`config.mk`:
```
export PLATFORM = sky130hd
export DESIGN_NAME = tlge_ctrl
export DESIGN_NICKNAME = d
export VERILOG_FILES = /design/src/rtl/core/tlge_pkg.sv /design/src/rtl/core/tlge_ctrl.sv
export SDC_FILE = /design/constraint.sdc
export NUM_CORES = 1
export LEC_CHECK = 0
export ABC_CLOCK_PERIOD_IN_PS = 4950
export BUFFER_PORTS_ARGS = -buffer_cell sky130_fd_sc_hd__buf_4
export CORE_MARGIN = 2
export CORE_UTILIZATION = 57
export DETAILED_ROUTE_END_ITERATION = 8
export PLACE_DENSITY = 0.89
export SLEW_MARGIN = 10
export SYNTH_ARGS = -nofsm -noshare
export SYNTH_HDL_FRONTEND = slang
export SYNTH_SLANG_ARGS = --single-unit
```
`constraint.sdc`:
```
create_clock -name aclk -period 4.95 [get_ports aclk]
set_input_delay 0.99 -clock aclk [delete_from_list [all_inputs] [get_ports aclk]]
set_output_delay 0.99 -clock aclk [all_outputs]
set_load 0.05 [all_outputs]
```
`src/rtl/core/tlge_pkg.sv`:
```
// Shared types and constants of the toroidal life grid engine.
`default_nettype none

package tlge_pkg;

    localparam int DEF_GRID_ROWS = 64;
    localparam int DEF_GRID_COLS = 64;

    // Width of the row and column fields of an input word.
    localparam int IDX_W = 6;

    // Neighbor count width and the B3/S23 rule.
    localparam int NBR_W = 4;
    localparam logic [NBR_W-1:0] LIFE_BIRTH   = NBR_W'(3);
    localparam logic [NBR_W-1:0] LIFE_SURVIVE = NBR_W'(2);

    typedef enum logic [1:0] {
        OP_STEP   = 2'd0,
        OP_TOGGLE = 2'd1,
        OP_CLEAR  = 2'd2,
        OP_READ   = 2'd3
    } opcode_t;

    // Controller to datapath commands.
    typedef struct packed {
        logic item_load;
        logic res_clr;
        logic rd_seq;
        logic rd_item;
        logic shift;
        logic shift_row0;
        logic save_row0;
        logic step_wr;
        logic clr_wr;
        logic tog_wr;
        logic rd_take;
        logic out_load;
    } tlge_cmd_t;

    // Datapath to controller status.
    typedef struct packed {
        logic out_free;
    } tlge_status_t;

endpackage

`default_nettype wire

```
`src/rtl/core/tlge_ctrl.sv`:
```
// Controller state machine: command decode, row sequencing and clear sweeps.
`default_nettype none

module tlge_ctrl import tlge_pkg::*; #(
    parameter int GRID_ROWS = DEF_GRID_ROWS
) (
    input  wire logic                         aclk,
    input  wire logic                         aresetn,
    input  wire logic                         s_valid,
    input  wire logic [1:0]                   s_opcode,
    output logic                              s_ready,
    input  wire tlge_status_t                 status,
    output tlge_cmd_t                         cmd,
    output logic [$clog2(GRID_ROWS)-1:0]      rd_row,
    output logic [$clog2(GRID_ROWS)-1:0]      wr_row
);

    localparam int RW = $clog2(GRID_ROWS);
    localparam int KW = $clog2(GRID_ROWS + 3);

    localparam logic [KW-1:0] K_LAST_RD  = KW'(GRID_ROWS);
    localparam logic [KW-1:0] K_ROW0     = KW'(GRID_ROWS + 1);
    localparam logic [KW-1:0] K_STEP_END = KW'(GRID_ROWS + 2);
    localparam logic [KW-1:0] K_CLR_END  = KW'(GRID_ROWS - 1);
    localparam logic [RW-1:0] ROW_LAST   = RW'(GRID_ROWS - 1);

    typedef enum logic [8:0] {
        ST_INIT   = 9'b000000001,
        ST_IDLE   = 9'b000000010,
        ST_STEP   = 9'b000000100,
        ST_CLEAR  = 9'b000001000,
        ST_TOG_RD = 9'b000010000,
        ST_TOG_WR = 9'b000100000,
        ST_RD_RD  = 9'b001000000,
        ST_RD_OUT = 9'b010000000,
        ST_DONE   = 9'b100000000
    } state_t;

    state_t          state_reg, state_next;
    logic [KW-1:0]   k_reg, k_next;

    always_ff @(posedge aclk) begin
        if (!aresetn) begin
            state_reg <= ST_INIT;
            k_reg     <= '0;
        end else begin
            state_reg <= state_next;
            k_reg     <= k_next;
        end
    end

    assign s_ready = (state_reg == ST_IDLE);

    // Step read order: last row, then rows 0 .. last; the wrap row 0 comes
    // from the saved copy at the end.
    always_comb begin
        if (k_reg == '0 || k_reg == K_LAST_RD) begin
            rd_row = ROW_LAST;
        end else begin
            rd_row = RW'(k_reg - KW'(1));
        end
        if (state_reg == ST_STEP) begin
            wr_row = RW'(k_reg - KW'(2));
        end else begin
            wr_row = RW'(k_reg);
        end
    end

    always_comb begin
        cmd        = '0;
        state_next = state_reg;
        k_next     = k_reg;
        unique case (state_reg)
            ST_INIT: begin
                cmd.clr_wr = 1'b1;
                if (k_reg == K_CLR_END) begin
                    state_next = ST_IDLE;
                    k_next     = '0;
                end else begin
                    k_next = k_reg + KW'(1);
                end
            end
            ST_IDLE: begin
                if (s_valid) begin
                    cmd.item_load = 1'b1;
                    cmd.res_clr   = 1'b1;
                    k_next        = '0;
                    unique case (opcode_t'(s_opcode))
                        OP_STEP:   state_next = ST_STEP;
                        OP_TOGGLE: state_next = ST_TOG_RD;
                        OP_CLEAR:  state_next = ST_CLEAR;
                        OP_READ:   state_next = ST_RD_RD;
                    endcase
                end
            end
            ST_STEP: begin
                cmd.rd_seq     = (k_reg <= K_LAST_RD);
                cmd.shift      = (k_reg <= K_ROW0);
                cmd.shift_row0 = (k_reg == K_ROW0);
                cmd.save_row0  = (k_reg == KW'(1));
                cmd.step_wr    = (k_reg >= KW'(2)) && (k_reg <= K_ROW0);
                // K_STEP_END adds a spare step past the last issue so the final row can land.
                if (k_reg == K_STEP_END) begin
                    state_next = ST_DONE;
                end else begin
                    k_next = k_reg + KW'(1);
                end
            end
            ST_CLEAR: begin
                cmd.clr_wr = 1'b1;
                if (k_reg == K_CLR_END) begin
                    state_next = ST_DONE;
                end else begin
                    k_next = k_reg + KW'(1);
                end
            end
            ST_TOG_RD: begin
                cmd.rd_item = 1'b1;
                state_next  = ST_TOG_WR;
            end
            ST_TOG_WR: begin
                cmd.tog_wr = 1'b1;
                state_next = ST_DONE;
            end
            ST_RD_RD: begin
                cmd.rd_item = 1'b1;
                state_next  = ST_RD_OUT;
            end
            ST_RD_OUT: begin
                cmd.rd_take = 1'b1;
                state_next  = ST_DONE;
            end
            ST_DONE: begin
                if (status.out_free) begin
                    cmd.out_load = 1'b1;
                    state_next   = ST_IDLE;
                end
            end
            default: begin
                state_next = ST_IDLE;
            end
        endcase
    end

endmodule

`default_nettype wire

```
Yosys cells after proc, flatten, opt, wreduce, memory -nomap -nowiden:

Index checks and enable logic that the tools add are counted.

* flip-flop bits (word level): 16
* input port bits: 6
* output and inout port bits: 25
* logic and storage cells: 66

* $add $sub $neg: 3
* order comparisons: 3
* eq/ne operators: 24
* mux-type cells: 24
* reduce and logical (&&, ||, !) cells: 10

Operator list (count)
* case mux 9 bit (8 select lines): 1
* two-way mux 9 bit: 5
* case mux 9 bit (4 select lines): 1
* two-way mux 7 bit: 4
* case mux 7 bit (4 select lines): 1
* == test 7 bit, second input constant: 3
* less-or-equal comparator 7 bit, second input constant: 2
* two-way mux 6 bit: 2
* inequality test 2 bit, second input constant: 6
* == test 9 x 1 -> 1 bit, second input constant: 1
* == test 9 x 2 -> 1 bit, second input constant: 1
* == test 9 x 3 -> 1 bit, second input constant: 1
* == test 9 x 4 -> 1 bit, second input constant: 1
* == test 9 x 5 -> 1 bit, second input constant: 1
* == test 9 x 6 -> 1 bit, second input constant: 1
* == test 9 x 7 -> 1 bit, second input constant: 1
* == test 9 x 8 -> 1 bit, second input constant: 1
* == test 9 bit, second input constant: 1
* adder 7 x 1 -> 7 bit, second input constant: 1
* == test 7 x 1 -> 1 bit, second input constant: 1
* == test 7 x 6 -> 1 bit, second input constant: 1
* greater-or-equal comparator 7 x 2 -> 1 bit, second input constant: 1
* zero test 7 bit: 1
* two-way mux 1 bit: 7
* 14 further kinds: 18

Longest topological paths before layout:

Gate-level depths: netlist of the first run.

* depth in word-level cells: 4
* mapped depth: 8
* mapped depth without buffers: 7

Worst setup path after synthesis of the first run:

Ideal clock, no wire load.

* path type: flip-flop to output port
* start: reg k_reg[2]
* end: out cmd[4] in the netlist's numbering
* arrival: 2916 ps
* data required time: 3960 ps
* setup slack: 1044 ps
* cell stages (with the launch flop): 9
* buffers on the path: 1
* path through: dfxtp_1 buf_2 inv_1 ha_1 nand2_1 nand3_1 or2_2 a31oi_1 nor2b_1

RTL lines
* start, declared: RTL line tlge_ctrl.sv:40 `logic [KW-1:0] k_reg, k_next;`
* start signal, assigned: RTL line tlge_ctrl.sv:48 `k_reg <= k_next;`
* end, declared: RTL line tlge_ctrl.sv:13 `output tlge_cmd_t cmd,`

Final worst setup path of the first run:

* start: reg state_reg[5]
* end: out wr_row[4]

* cells in the longest elaborated chain, start to end: 2

RTL lines
* start, declared: RTL line tlge_ctrl.sv:39 `state_t state_reg, state_next;`
* start signal, assigned: RTL line tlge_ctrl.sv:47 `state_reg <= state_next;`
* == test 9 x 3 -> 1 bit: RTL line tlge_ctrl.sv:62 `if (state_reg == ST_STEP) begin`
* two-way mux 6 bit: RTL line tlge_ctrl.sv:62
* end, declared: RTL line tlge_ctrl.sv:15 `output logic [$clog2(GRID_ROWS)-1:0] wr_row`

Every way passes these cells.

==> results of run 1 <==
worst max-delay path: stages (launching register included):
cell and delay [ns]:
dfxtp_1 0.37, or3_4 0.43, nor2_1 0.23, nand4b_1 0.43, nor4_2 0.33, xor2_1 0.19, buf_4 0.22
power by group through the flow:
stage	Sequential [mW]	Clock [mW]	Combinational [mW]
6_report	0.178	0.0886	0.460
3_5_place_dp	0.180	0	0.458
4_1_cts	0.177	0.0877	0.458
3_3_place_gp	0.179	0	0.446
2_1_floorplan	0.161	0	0.365
5_1_grt	0.181	0.0969	0.490
through the flow:
step	instances	util	instance area, um^2	total power [mW]
final	219	0.702	1550	0.726
after global routing	219	0.702	1550	0.768
after CTS	219	0.702	1550	0.723
after floorplan	173	-	1340	0.525
after global placement	215	0.686	1520	0.625
after detailed placement	215	0.686	1520	0.638
layout make-up:
type	count	area share
multi-input cells	129	0.574
flip-flops and latches	16	0.206
repair buffers	30	0.145
inverters	12	0.0290
clock buffers	4	0.0233
well taps	28	0.0225
cell usage after synthesis, types with 2 or more instances:
cell       n  area (um^2)
a21oi_1    6         30.0
a221o_1    2         20.0
a31oi_1    2         12.5
and2_1     2         12.5
and3_1     5         31.3
and4_1     2         17.5
buf_2      7         35.0
buf_4      4         30.0
clkbuf_1   5         18.8
dfxtp_1   16          320
ha_1       8          100
inv_1     12         45.0
nand2_1   16         60.1
nand3_1    7         35.0
nand4_1    3         18.8
nand4b_1   2         17.5
nor2_1    15         56.3
nor2b_1    2         12.5
nor3_1     8         40.0
nor3b_1    2         15.0
nor4_2     2         25.0
nor4_4     2         42.5
o211ai_1   2         15.0
o21ai_0    5         25.0
or2_2      3         18.8
xnor2_1    4         35.0
xor2_1     5         43.8
cell families (layout without fill, tap and decap cells):
| logic type | Yosys count | after routing |
|---|---|---|
| flops | 16 | 16 |
| fa+ha+maj | 8 | 8 |
| buf+inv | 28 | 46 |
| xor+xnor | 9 | 9 |
| compound gates | 34 | 34 |
| simple gates | 78 | 78 |
layer usage:
metal	track usage	wire length [um]
met5	0	0
met4	0.0812	55
met3	0.0429	229
met2	0.431	1590
met1	0.329	1390
worst max path at each step:
stage	end	slack, ns
after global routing	wr_row[4]	1.31
final	wr_row[4]	1.48
after floorplan	cmd[4]	1.04
after global placement	wr_row[4]	1.94
after detailed placement	wr_row[4]	1.83
after CTS	wr_row[4]	1.51
==> impl_summary.txt, run 1 <==
----------------------------------------------------
[Min path]
  Endpoint, Worst Hold ... state_reg[5]$_SDFFE_PN0P_
  Cells on Worst Hold Path ... 1
  Class of the most critical hold timing path ... reg2reg
  Hold_sp ... state_reg[6]$_SDFFE_PN0P_

[Synth]
  Complex-gate fraction of the synthesized area ... 0.188
  Post-Synth Simple-Gate Area ... 0.344
  Ys flop type ... dfxtp_1
  Xor and xnor fraction of the mapped netlist area ... 0.0588
  Share of synthesized registers carrying an async set or reset ... 0
  Post-synth design cell area ... roughly 0.0013 mm^2
  Mean area per synthesized cell ... between 7 and 8 um^2
  Number of different library cells in the post-synthesis netlist ... just over 50
  Synthesized instance count ... 173
  Synth Net Count ... 187
  Largest family of logic cells by synthesized area ... simple AND/OR/NAND/NOR gates
  Flip-flop and latch count after synthesis ... 16
  Multiplexer fraction of the synthesized cell area ... 0
  Sequential-to-total area share from yosys stat ... 0.239
  Fraction of the mapped netlist area in adder cells ... 0.0746
  Number of enable-type register cells in the synthesized netlist ... 0
  Count of yosys warnings during synthesis ... 0

[STA]
  Max-slew violation count ... 0
  Setup repair after global routing missed its margin ... no
  Post-Route Hold Slack ... ~0.55 ns
  Final hold violation count ... 0
  Slew at the pin closest to its max-slew limit ... 0.711 ns
  Worst setup slack after layout ... 1.48 ns
  Final period demand of the worst path ... around 3.5 ns
  Number of setup violations in the final report ... 0
  Share of the clock period used by the worst path after layout ... 0.702
  Rel. slew slack ... 0.522
  TNS Setup ... 0 ns
  Max Freq ... about 290 MHz
  Clock skew after layout ... 0.00138 ns

[Setup path]
  Setup slack, reg-to-reg ... 2.75 ns
  CP Max Fanout ... 11
  Startpoint Class ... flip-flop
  Required time of the critical path ... 3.96 ns
  R2r startpoint ... k_reg[0]$_SDFFE_PN0P_
  Data arrival, critical path ... between 2 and 2.5 ns
  Critical path capture point type ... output port
  Worst r2r path cells ... 6
  Origin of the worst setup path ... state_reg[5]$_SDFFE_PN0P_
  Start-to-end type of the worst setup path ... reg2out
  Terminus of the critical flop-to-flop path ... k_reg[5]$_SDFFE_PN0P_

[Clocking]
  Post_cts resized ... 0
  CTS tree ... done
  Max Root-Sink Buffers ... 2
  Clk sink count ... 16
  Number of buffers created by CTS ... 3
  Cell chosen for the clock root ... clkbuf_4
  Clock latency of the later-clocked register in the worst-skew pair ... 0.29 ns
  H-tree Lvls ... 1
  Cts-stage hold buffer count ... 0
  Buffer count from post-CTS setup fixing ... 0
  Clock-pin transition on the worst setup and hold timing paths ... 0.10 ns

[Global route]
  Final global-route overflow total ... 0
  Via count of the first global-routing pass ... 1272
  Maximum number of pins on one net before global-route repair ... 14
  Global-route wire length before repair ... 5430 um
  GRT Util Overall ... 0.256
  Initial antenna violation count ... 0

[Die]
  Die H ... 52.5 um
  Starting density of the core ... 0.606
  Count of standard-cell rows ... 17
  Area of the die ... between 0.002 and 0.003 mm^2
  Area of the placeable core ... between 0.002 and 0.0025 mm^2
  Die Span X ... 52.5 um
  Top-level port count ... 31

[Route]
  Via count ... roughly 1400
  WL/cell ... 14.9 um
  Pre-antenna DRT Iters ... 4
  Wirelength, routed ... 3270 um
  Remaining number of nets flagged by the antenna check after routing ... 0
  DRC Markers ... 0
  Via density ... 6.28
  Initial detailed-routing violation count ... 63

[Job]
  Max Cap Viol ... 0

[Placement]
  Count of input and output buffers ... 30
  Estimated wirelength of the detail-placed design ... approximately 2500 um
  Gpl congestion ... 0.938
  Worst setup timing slack at the placement stage ... 1.83 ns

[Cells and area]
  Number of inserted diodes ... 0
  Layout cells sized above 1 ... 0.236
  Leading cell type in the layout, fill and taps excluded ... buf_4
  Flip-flop count of the largest register, all copies and words added ... 9
  Area occupied by multi-input gates ... 892 um^2
  Area growth syn-to-layout ... 15.9%
  Fillers ... 188
  Total Nets Final ... slightly above 200
  Area used by sequential logic in the layout ... 320 um^2
  Most frequent cells in the layout ... buf_4, nand2_1, dfxtp_1, nor2_1, inv_1

[Pwr]
  Portion of total power attributed to sequential cells ... 0.245
  Internal power ... 0.330 mW
  P_sw ... roughly 0.40 mW
  Maximum resistive drop on vdd ... around 0.45 mV
  Static leakage ... 0.704 nW
  Share of power burned in combinational logic ... 0.633
  Power Density ... 467 mW/mm^2
  Share of total power consumed by net switching ... 0.545
  Clock network fraction of design power ... 0.122

[Run status]
  Result of the run ... completed

----------------------------------------------------
(Power assumes the default switching activity.)
==> inputs of run 2 (changes only) <==
--- a/config.mk
+++ b/config.mk
@@ -5,12 +5,13 @@
 export SDC_FILE = /design/constraint.sdc
 export NUM_CORES = 1
 export LEC_CHECK = 0
-export ABC_CLOCK_PERIOD_IN_PS = 4950
+export ABC_AREA = 1
+export ABC_CLOCK_PERIOD_IN_PS = 3300
 export BUFFER_PORTS_ARGS = -buffer_cell sky130_fd_sc_hd__buf_4
 export CORE_MARGIN = 2
-export CORE_UTILIZATION = 57
+export CORE_UTILIZATION = 54
 export DETAILED_ROUTE_END_ITERATION = 8
-export PLACE_DENSITY = 0.89
+export PLACE_DENSITY = 0.85
 export SLEW_MARGIN = 10
 export SYNTH_ARGS = -nofsm -noshare
 export SYNTH_HDL_FRONTEND = slang
==> constraint.sdc (replaced) <==
create_clock -name aclk -period 3.3 [get_ports aclk]
set_input_delay 0.66 -clock aclk [delete_from_list [all_inputs] [get_ports aclk]]
set_output_delay 0.66 -clock aclk [all_outputs]
set_load 0.05 [all_outputs]
==> impl_summary.txt, run 2 <==
----------------------------------------------------
[Run status]
  Result of the run ... completed (unchanged)

[Cells and area]
  Layout cells sized above 1 ... 0.215 (was 0.236)
  Total Nets Final ... 272 (was 206)
  Post-layout util ... 0.664 (was 0.702)
  Leading cell type in the layout, fill and taps excluded ... nand2_1 (was buf_4)
  Flip-flop count of the largest register, all copies and words added ... 9 (unchanged)
  Final cell count without fillers ... 286 (was 219)
  Area growth syn-to-layout ... 16.9% (was 15.9%)
  Fillers ... 244 (was 188)
  Most frequent cells in the layout ... nand2_1, nor2_1, inv_1, buf_4, nand3_1 (was buf_4, nand2_1, dfxtp_1, nor2_1, inv_1)
  Number of inserted diodes ... 0 (unchanged)

[Route]
  Initial detailed-routing violation count ... 32 (was 63)
  Via density ... 4.98 (was 6.28)
  Wirelength, routed ... 2970 um (was 3270 um)
  DRC Markers ... 0 (unchanged)
  Pre-antenna DRT Iters ... 5 (was 4)
  Via count ... 1425 (was 1375)
  WL/cell ... 10.4 um (was 14.9 um)
  Remaining number of nets flagged by the antenna check after routing ... 0 (unchanged)

[Synth]
  Sequential-to-total area share from yosys stat ... 0.230 (was 0.239)
  Number of different library cells in the post-synthesis netlist ... 28 (was 51)
  Mean area per synthesized cell ... 6.03 um^2 (was 7.75 um^2)
  Ys flop type ... dfxtp_1 (unchanged)
  Share of synthesized registers carrying an async set or reset ... 0 (unchanged)
  Top cells by area, synth ... dfxtp_1, nand2_1, nor2_1, inv_1, ha_1 (was dfxtp_1, ha_1, nand2_1, nor2_1, inv_1)
  Count of yosys warnings during synthesis ... 0 (unchanged)
  Synth Net Count ... 245 (was 187)
  Post-synth design cell area ... 0.00139 mm^2 (was 0.00134 mm^2)
  Most instantiated library cell after synthesis ... nand2_1
  Synthesized instance count ... 231 (was 173)
  Largest area contributor in the synthesized netlist ... dfxtp_1 (unchanged)
  Area share of the largest cell type after synthesis ... 0.230 (was 0.239)
  Most common library cells after synthesis ... nand2_1, nor2_1, inv_1 (was dfxtp_1, nand2_1, nor2_1)
  Flip-flop and latch count after synthesis ... 16 (unchanged)
  Number of enable-type register cells in the synthesized netlist ... 0 (unchanged)

[STA]
  Max-slew violation count ... 0 (unchanged)
  Slew at the pin closest to its max-slew limit ... 0.390 ns (was 0.711 ns)
  Clock skew after layout ... 0.00363 ns (was 0.00138 ns)
  Worst setup slack after layout ... 0.647 ns (was 1.48 ns)
  Final period demand of the worst path ... approximately 2.7 ns
  TNS Setup ... 0 ns (unchanged)
  Share of the clock period used by the worst path after layout ... 0.804
  Number of setup violations in the final report ... 0 (unchanged)
  Setup repair after global routing missed its margin ... no (unchanged)
  Rel. slew slack ... 0.739 (was 0.522)
  Final hold violation count ... 0 (unchanged)
  Max Freq ... around 380 MHz

[Setup path]
  Startpoint Class ... flip-flop (unchanged)
  Start-to-end type of the worst setup path ... reg2out (unchanged)
  Terminus of the critical flop-to-flop path ... state_reg[1]$_SDFFE_PN0P_ (was k_reg[5]$_SDFFE_PN0P_)
  Setup slack, reg-to-reg ... 1.46 ns (was 2.75 ns)
  Required time of the critical path ... 2.64 ns (was 3.96 ns)
  Origin of the worst setup path ... k_reg[2]$_SDFFE_PN0P_ (was state_reg[5]$_SDFFE_PN0P_)
  R2r startpoint ... k_reg[0]$_SDFFE_PN0P_ (unchanged)
  CP Max Fanout ... 9 (was 11)
  Data arrival, critical path ... 1.99 ns (was 2.48 ns)
  Worst r2r path cells ... 6 (unchanged)
  Critical path capture point type ... output port (unchanged)
  Critical Path End ... cmd[4] (was wr_row[4])

[Global route]
  Maximum number of pins on one net before global-route repair ... 15 (was 14)
  Final global-route overflow total ... 0 (unchanged)
  Initial antenna violation count ... 0 (unchanged)
  Global-route wire length before repair ... 4820 um (was 5430 um)
  Via count of the first global-routing pass ... 1147 (was 1272)
  GRT Util Overall ... 0.224 (was 0.256)

[Pwr]
  Power Density ... 842 mW/mm^2 (was 467 mW/mm^2)
  Static leakage ... 0.908 nW (was 0.704 nW)
  Overall power consumption ... 1.37 mW (was 0.726 mW)
  Maximum resistive drop on vdd ... 0.856 mV (was 0.450 mV)

[Placement]
  Count of input and output buffers ... 30 (unchanged)
  Worst setup timing slack at the placement stage ... 0.977 ns (was 1.83 ns)
  Placed cell count ... 283 (was 215)
  Estimated wirelength of the detail-placed design ... 2370 um (was 2520 um)
  Gpl congestion ... 0.820 (was 0.938)

[Die]
  Top-level port count ... 31 (unchanged)
  Area of the placeable core ... 0.00245 mm^2 (was 0.00221 mm^2)
  Count of standard-cell rows ... 18 (was 17)
  Area of the die ... 0.00300 mm^2 (was 0.00276 mm^2)
  Die Span X ... 54.8 um (was 52.5 um)
  Die H ... 54.8 um (was 52.5 um)
  Starting density of the core ... 0.568 (was 0.606)

[Clocking]
  Cts-stage hold buffer count ... 0 (unchanged)
  Cell chosen for the clock root ... clkbuf_4 (unchanged)
  Max Root-Sink Buffers ... 2 (unchanged)
  CTS tree ... done (unchanged)
  Buffer count from post-CTS setup fixing ... 0 (unchanged)
  Clk sink count ... 16 (unchanged)
  Clock latency of the later-clocked register in the worst-skew pair ... 0.30 ns (was 0.29 ns)
  H-tree Lvls ... 1 (unchanged)
  Clock-pin transition on the worst setup and hold timing paths ... 0.09 ns (was 0.10 ns)
  Post_cts resized ... 0 (unchanged)
  Number of buffers created by CTS ... 3 (unchanged)

[Min path]
  Hold_sp ... state_reg[3]$_SDFFE_PN0P_ (was state_reg[6]$_SDFFE_PN0P_)
  Class of the most critical hold timing path ... reg2reg (unchanged)

[Job]
  Max Cap Viol ... 0 (unchanged)

----------------------------------------------------
run 2: cell types whose count changed in the layout (fill, tap and decap cells not counted), moves of 4 or more:
cell     change
nand2_1     +43
nor2_1      +25
inv_1       +19
nand3_1     +13
nor3_1       -7
and3_1       -5
inv_2        +5
nor2_2       +5
nor2_4       +5
xnor2_1      -4
run 2: how the worst min path moves through the flow:
stage,endpoint,slack [ns],depth (start not counted)
floorplan,state_reg[3]$_SDFFE_PN0P_,0.47,2
global placement,state_reg[3]$_SDFFE_PN0P_,0.49,2
detailed placement,state_reg[3]$_SDFFE_PN0P_,0.50,2
CTS,state_reg[3]$_SDFFE_PN0P_,0.51,2
global route,state_reg[3]$_SDFFE_PN0P_,0.54,2
finish,state_reg[3]$_SDFFE_PN0P_,0.51,2
run 2: metrics by stage:
step                cell area, um^2  hold WS, ns
floorplan                      1390        0.475
global placement               1610        0.492
detailed placement             1610        0.502
CTS                            1630        0.514
global route                   1630        0.542
finish                         1630        0.509
run 2: logic make-up (layout without fill, tap and decap cells):
family / count (synthesis) / count (layout) / share of synthesized area
and+or+nand+nor: 142 / 142 / 0.471
buffers and inverters: 44 / 69 / 0.133
AOI/OAI and AO/OA: 16 / 16 / 0.0628
DFF: 16 / 16 / 0.230
adders and majority gates: 8 / 8 / 0.0718
xor gates and xnor gates: 5 / 5 / 0.0314
run 2: layer usage:
layer	wire length (um)	share of wire	vias up	global-route usage
met2	1450	0.49	36	0.403
met3	144	0.049	5	0.0328
met1	1330	0.45	622	0.259
li1	-	-	762	-
met5	0	0	-	0
met4	50	0.017	0	0.100
run 2: worst max-delay path: stages (launching register included):
cell     delay, ns
dfxtp_1       0.50
inv_1         0.13
ha_1          0.19
nand2_1       0.06
nand2_1       0.06
nor2_1        0.13
nand2_1       0.09
a31oi_1       0.19
o21a_1        0.15
buf_4         0.19
run 2: area by class of cell:
cell class / instances / area, um^2 / share of cell area
Multi-Input combinational cell: 171 / 888 / 0.545
Clock buffer: 3 / 22.5 / 0.0138
Timing Repair Buffer: 30 / 225 / 0.138
Inverter: 36 / 135 / 0.0829
Tap cell: 30 / 37.5 / 0.0230
Sequential cell: 16 / 320 / 0.197
run 2: power breakdown:
| part | internal (mW) | total, mW | leakage, nW | switching (mW) |
|---|---|---|---|---|
| Combinational | 0.293 | 0.974 | 0.763 | 0.681 |
| Sequential | 0.232 | 0.292 | 0.131 | 0.0604 |
| Clock | 0.0426 | 0.105 | 0.0138 | 0.0625 |
| Total | 0.568 | 1.37 | 0.908 | 0.804 |
==> inputs of run 3 (changes only) <==
--- a/config.mk
+++ b/config.mk
@@ -5,13 +5,13 @@
 export SDC_FILE = /design/constraint.sdc
 export NUM_CORES = 1
 export LEC_CHECK = 0
-export ABC_AREA = 1
-export ABC_CLOCK_PERIOD_IN_PS = 3300
+export ABC_AREA = 0
+export ABC_CLOCK_PERIOD_IN_PS = 2400
 export BUFFER_PORTS_ARGS = -buffer_cell sky130_fd_sc_hd__buf_4
 export CORE_MARGIN = 2
-export CORE_UTILIZATION = 54
+export CORE_UTILIZATION = 48
 export DETAILED_ROUTE_END_ITERATION = 8
-export PLACE_DENSITY = 0.85
+export PLACE_DENSITY = 0.8
 export SLEW_MARGIN = 10
 export SYNTH_ARGS = -nofsm -noshare
 export SYNTH_HDL_FRONTEND = slang
==> constraint.sdc (replaced) <==
create_clock -name aclk -period 2.4 [get_ports aclk]
set_input_delay 0.48 -clock aclk [delete_from_list [all_inputs] [get_ports aclk]]
set_output_delay 0.48 -clock aclk [all_outputs]
set_load 0.05 [all_outputs]
==> impl_summary.txt, run 3 (same netlist as run 1, synthesis figures left out) <==
----------------------------------------------------
[Run status]
  Result of the run ... finished with violations (was completed)
  Failing checks ... setup timing

[Route]
  Pre-antenna DRT Iters ... 4 (was 5)
  Via count ... 1418 (was 1425)
  DRC Markers ... 0 (unchanged)
  Routed length on met2 ... 2000 um (was 1450 um)
  Initial detailed-routing violation count ... 62 (was 32)
  Remaining number of nets flagged by the antenna check after routing ... 0 (unchanged)
  Wirelength, routed ... 3800 um (was 2970 um)
  Via density ... 5.79 (was 4.98)
  Met3 Routed Length ... 222 um (was 144 um)
  WL/cell ... 15.5 um (was 10.4 um)
  Met1 Routed Length ... 1530 um (was 1330 um)
  Top sig layer ... met4 (unchanged)

[Min path]
  Endpoint, Worst Hold ... state_reg[4]$_SDFFE_PN0P_ (was state_reg[3]$_SDFFE_PN0P_)
  Cells on Worst Hold Path ... 2 (unchanged)
  Hold_sp ... s_opcode[1] (was state_reg[3]$_SDFFE_PN0P_)
  Class of the most critical hold timing path ... in2reg (was reg2reg)

[Setup path]
  Required time of the critical path ... 1.92 ns (was 2.64 ns)
  Startpoint Class ... flip-flop (unchanged)
  CP peak stage delay ... 0.40 ns (was 0.50 ns)
  Worst-path cell with the longest stage delay ... or3_4 (was dfxtp_1)
  Worst r2r path cells ... 5 (was 6)
  Cells along the critical path ... or3_4, nor2_4, nand4b_1, buf_6, a31oi_4, nor2b_4, buf_8 (was inv_1, ha_1, nand2_1, nand2_1, nor2_1, nand2_1, a31oi_1, o21a_1, buf_4)
  CP Max Fanout ... 8 (was 9)
  Terminus of the critical flop-to-flop path ... k_reg[4]$_SDFFE_PN0P_ (was state_reg[1]$_SDFFE_PN0P_)
  Data arrival, critical path ... 2.01 ns (was 1.99 ns)
  Setup slack, reg-to-reg ... 0.25 ns (was 1.46 ns)
  Critical path capture point type ... output port (unchanged)
  R2r startpoint ... state_reg[3]$_SDFFE_PN0P_ (was k_reg[0]$_SDFFE_PN0P_)
  Start-to-end type of the worst setup path ... reg2out (unchanged)

[Job]
  Max Cap Viol ... 0 (unchanged)

[Global route]
  Maximum number of pins on one net before global-route repair ... 12 (was 15)
  Global-route wire length before repair ... 6150 um (was 4820 um)
  Final global-route overflow total ... 0 (unchanged)
  Initial antenna violation count ... 0 (unchanged)
  Via count of the first global-routing pass ... 1388 (was 1147)
  GRT Util Overall ... 0.239 (was 0.224)

[Cells and area]
  Fillers ... 209 (was 244)
  Most frequent cells in the layout ... buf_4, nand2_1, dfxtp_1, inv_1, nor2_1 (was nand2_1, nor2_1, inv_1, buf_4, nand3_1)
  Number of inserted diodes ... 0 (unchanged)
  Area of all placed cells without fillers ... 0.00191 mm^2 (was 0.00163 mm^2)
  Flip-flop count of the largest register, all copies and words added ... 9 (unchanged)
  Area growth syn-to-layout ... 42.3% (was 16.9%)
  Total Nets Final ... 230 (was 272)
  Final cell count without fillers ... 245 (was 286)
  Layout cells sized above 1 ... 0.407 (was 0.215)
  Post-layout util ... 0.704 (was 0.664)
  Leading cell type in the layout, fill and taps excluded ... buf_4 (was nand2_1)

[Placement]
  Area post-placement ... 0.00176 mm^2 (was 0.00161 mm^2)
  Gpl congestion ... 0.885 (was 0.820)
  Estimated wirelength of the detail-placed design ... 2870 um (was 2370 um)
  Count of input and output buffers ... 30 (unchanged)
  Placed cell count ... 236 (was 283)
  Worst setup timing slack at the placement stage ... 0.0578 ns (was 0.977 ns)

[STA]
  Max Freq ... 401 MHz
  Max-slew violation count ... 0 (unchanged)
  Setup repair after global routing missed its margin ... yes (was no)
  Number of setup violations in the final report ... 10 (was 0)
  Final hold violation count ... 0 (unchanged)
  Worst setup slack after layout ... -0.0928 ns (was 0.647 ns)
  Clock skew after layout ... 0.00686 ns (was 0.00363 ns)
  Slew at the pin closest to its max-slew limit ... 0.651 ns (was 0.390 ns)
  Final period demand of the worst path ... 2.49 ns
  Rel. slew slack ... 0.565 (was 0.739)
  Share of the clock period used by the worst path after layout ... 1.04

[Die]
  Die Span X ... 56.9 um (was 54.8 um)
  Die H ... 56.9 um (was 54.8 um)
  Area of the die ... 0.00323 mm^2 (was 0.00300 mm^2)
  Starting density of the core ... 0.495 (was 0.568)
  Count of standard-cell rows ... 19 (was 18)
  Area of the placeable core ... 0.00271 mm^2 (was 0.00245 mm^2)
  Top-level port count ... 31 (unchanged)

[Clocking]
  Clock-pin transition on the worst setup and hold timing paths ... 0.10 ns (was 0.09 ns)
  Clock latency of the later-clocked register in the worst-skew pair ... 0.29 ns (was 0.30 ns)
  Clk sink count ... 16 (unchanged)
  Number of buffers created by CTS ... 3 (unchanged)
  CTS tree ... done (unchanged)
  Cell chosen for the clock root ... clkbuf_4 (unchanged)
  Max Root-Sink Buffers ... 2 (unchanged)
  Cts-stage hold buffer count ... 0 (unchanged)
  H-tree Lvls ... 1 (unchanged)

[Pwr]
  Maximum resistive drop on vdd ... 1.12 mV (was 0.856 mV)
  Power Density ... 840 mW/mm^2 (was 842 mW/mm^2)
  Static leakage ... 0.842 nW (was 0.908 nW)

----------------------------------------------------
run 3: how the worst max path moves through the flow:
| stage | from | endpoint |
|---|---|---|
| final | state_reg[4]$_SDFFE_PN0P_ | cmd[4] |
| after global routing | state_reg[4]$_SDFFE_PN0P_ | cmd[4] |
| after CTS | state_reg[6]$_SDFFE_PN0P_ | cmd[4] |
| after detailed placement | state_reg[4]$_SDFFE_PN0P_ | wr_row[5] |
| after global placement | state_reg[4]$_SDFFE_PN0P_ | wr_row[4] |
| after floorplan | k_reg[1]$_SDFFE_PN0P_ | cmd[4] |
run 3: where the power goes:
group / internal, mW / total [mW] / switching, mW
Clock: 0.0584 / 0.145 / 0.0868
Combinational: 0.365 / 1.13 / 0.767
Sequential: 0.293 / 0.327 / 0.0335
Total: 0.716 / 1.60 / 0.887
run 3: final cells by class:
| cell class | count | area [um^2] | area share |
|---|---|---|---|
| Clock buffer | 3 | 22.5 | 0.0118 |
| Multi-Input combinational cell | 129 | 1040 | 0.543 |
| Tap cell | 31 | 38.8 | 0.0203 |
| Timing Repair Buffer | 54 | 443 | 0.232 |
| Inverter | 12 | 45.0 | 0.0236 |
| Sequential cell | 16 | 323 | 0.169 |
run 3: routing by layer:
layer  vias to the layer above  GRT usage
met2                        51      0.420
met4                         0     0.0831
met5                         -          0
li1                        693          -
met3                         6     0.0392
met1                       668      0.293
run 3: metrics by stage:
step / hold WS [ns] / total power [mW] / TNS [ns]
after floorplan: 0.443 / 1.12 / -0.417
after detailed placement: 0.545 / 1.43 / 0
after global routing: 0.348 / 1.69 / -1.59
after CTS: 0.342 / 1.59 / -0.640
after global placement: 0.525 / 1.41 / 0
final: 0.342 / 1.60 / -0.519
run 3: critical path, delay by kind of cell (launching register included):
| kind | cells | cell delay, ns |
|---|---|---|
| simple gates | 4 | 0.86 |
| flops | 1 | 0.33 |
| compound gates | 1 | 0.14 |
| buf+inv | 2 | 0.37 |
run 3: repair_timing:
item / 4_1_cts / 5_1_grt
resized for setup: 16 / 4
setup buffers: 5 / 1
setup endpoints to repair: 10 / 15
pin swaps: 6 / 3
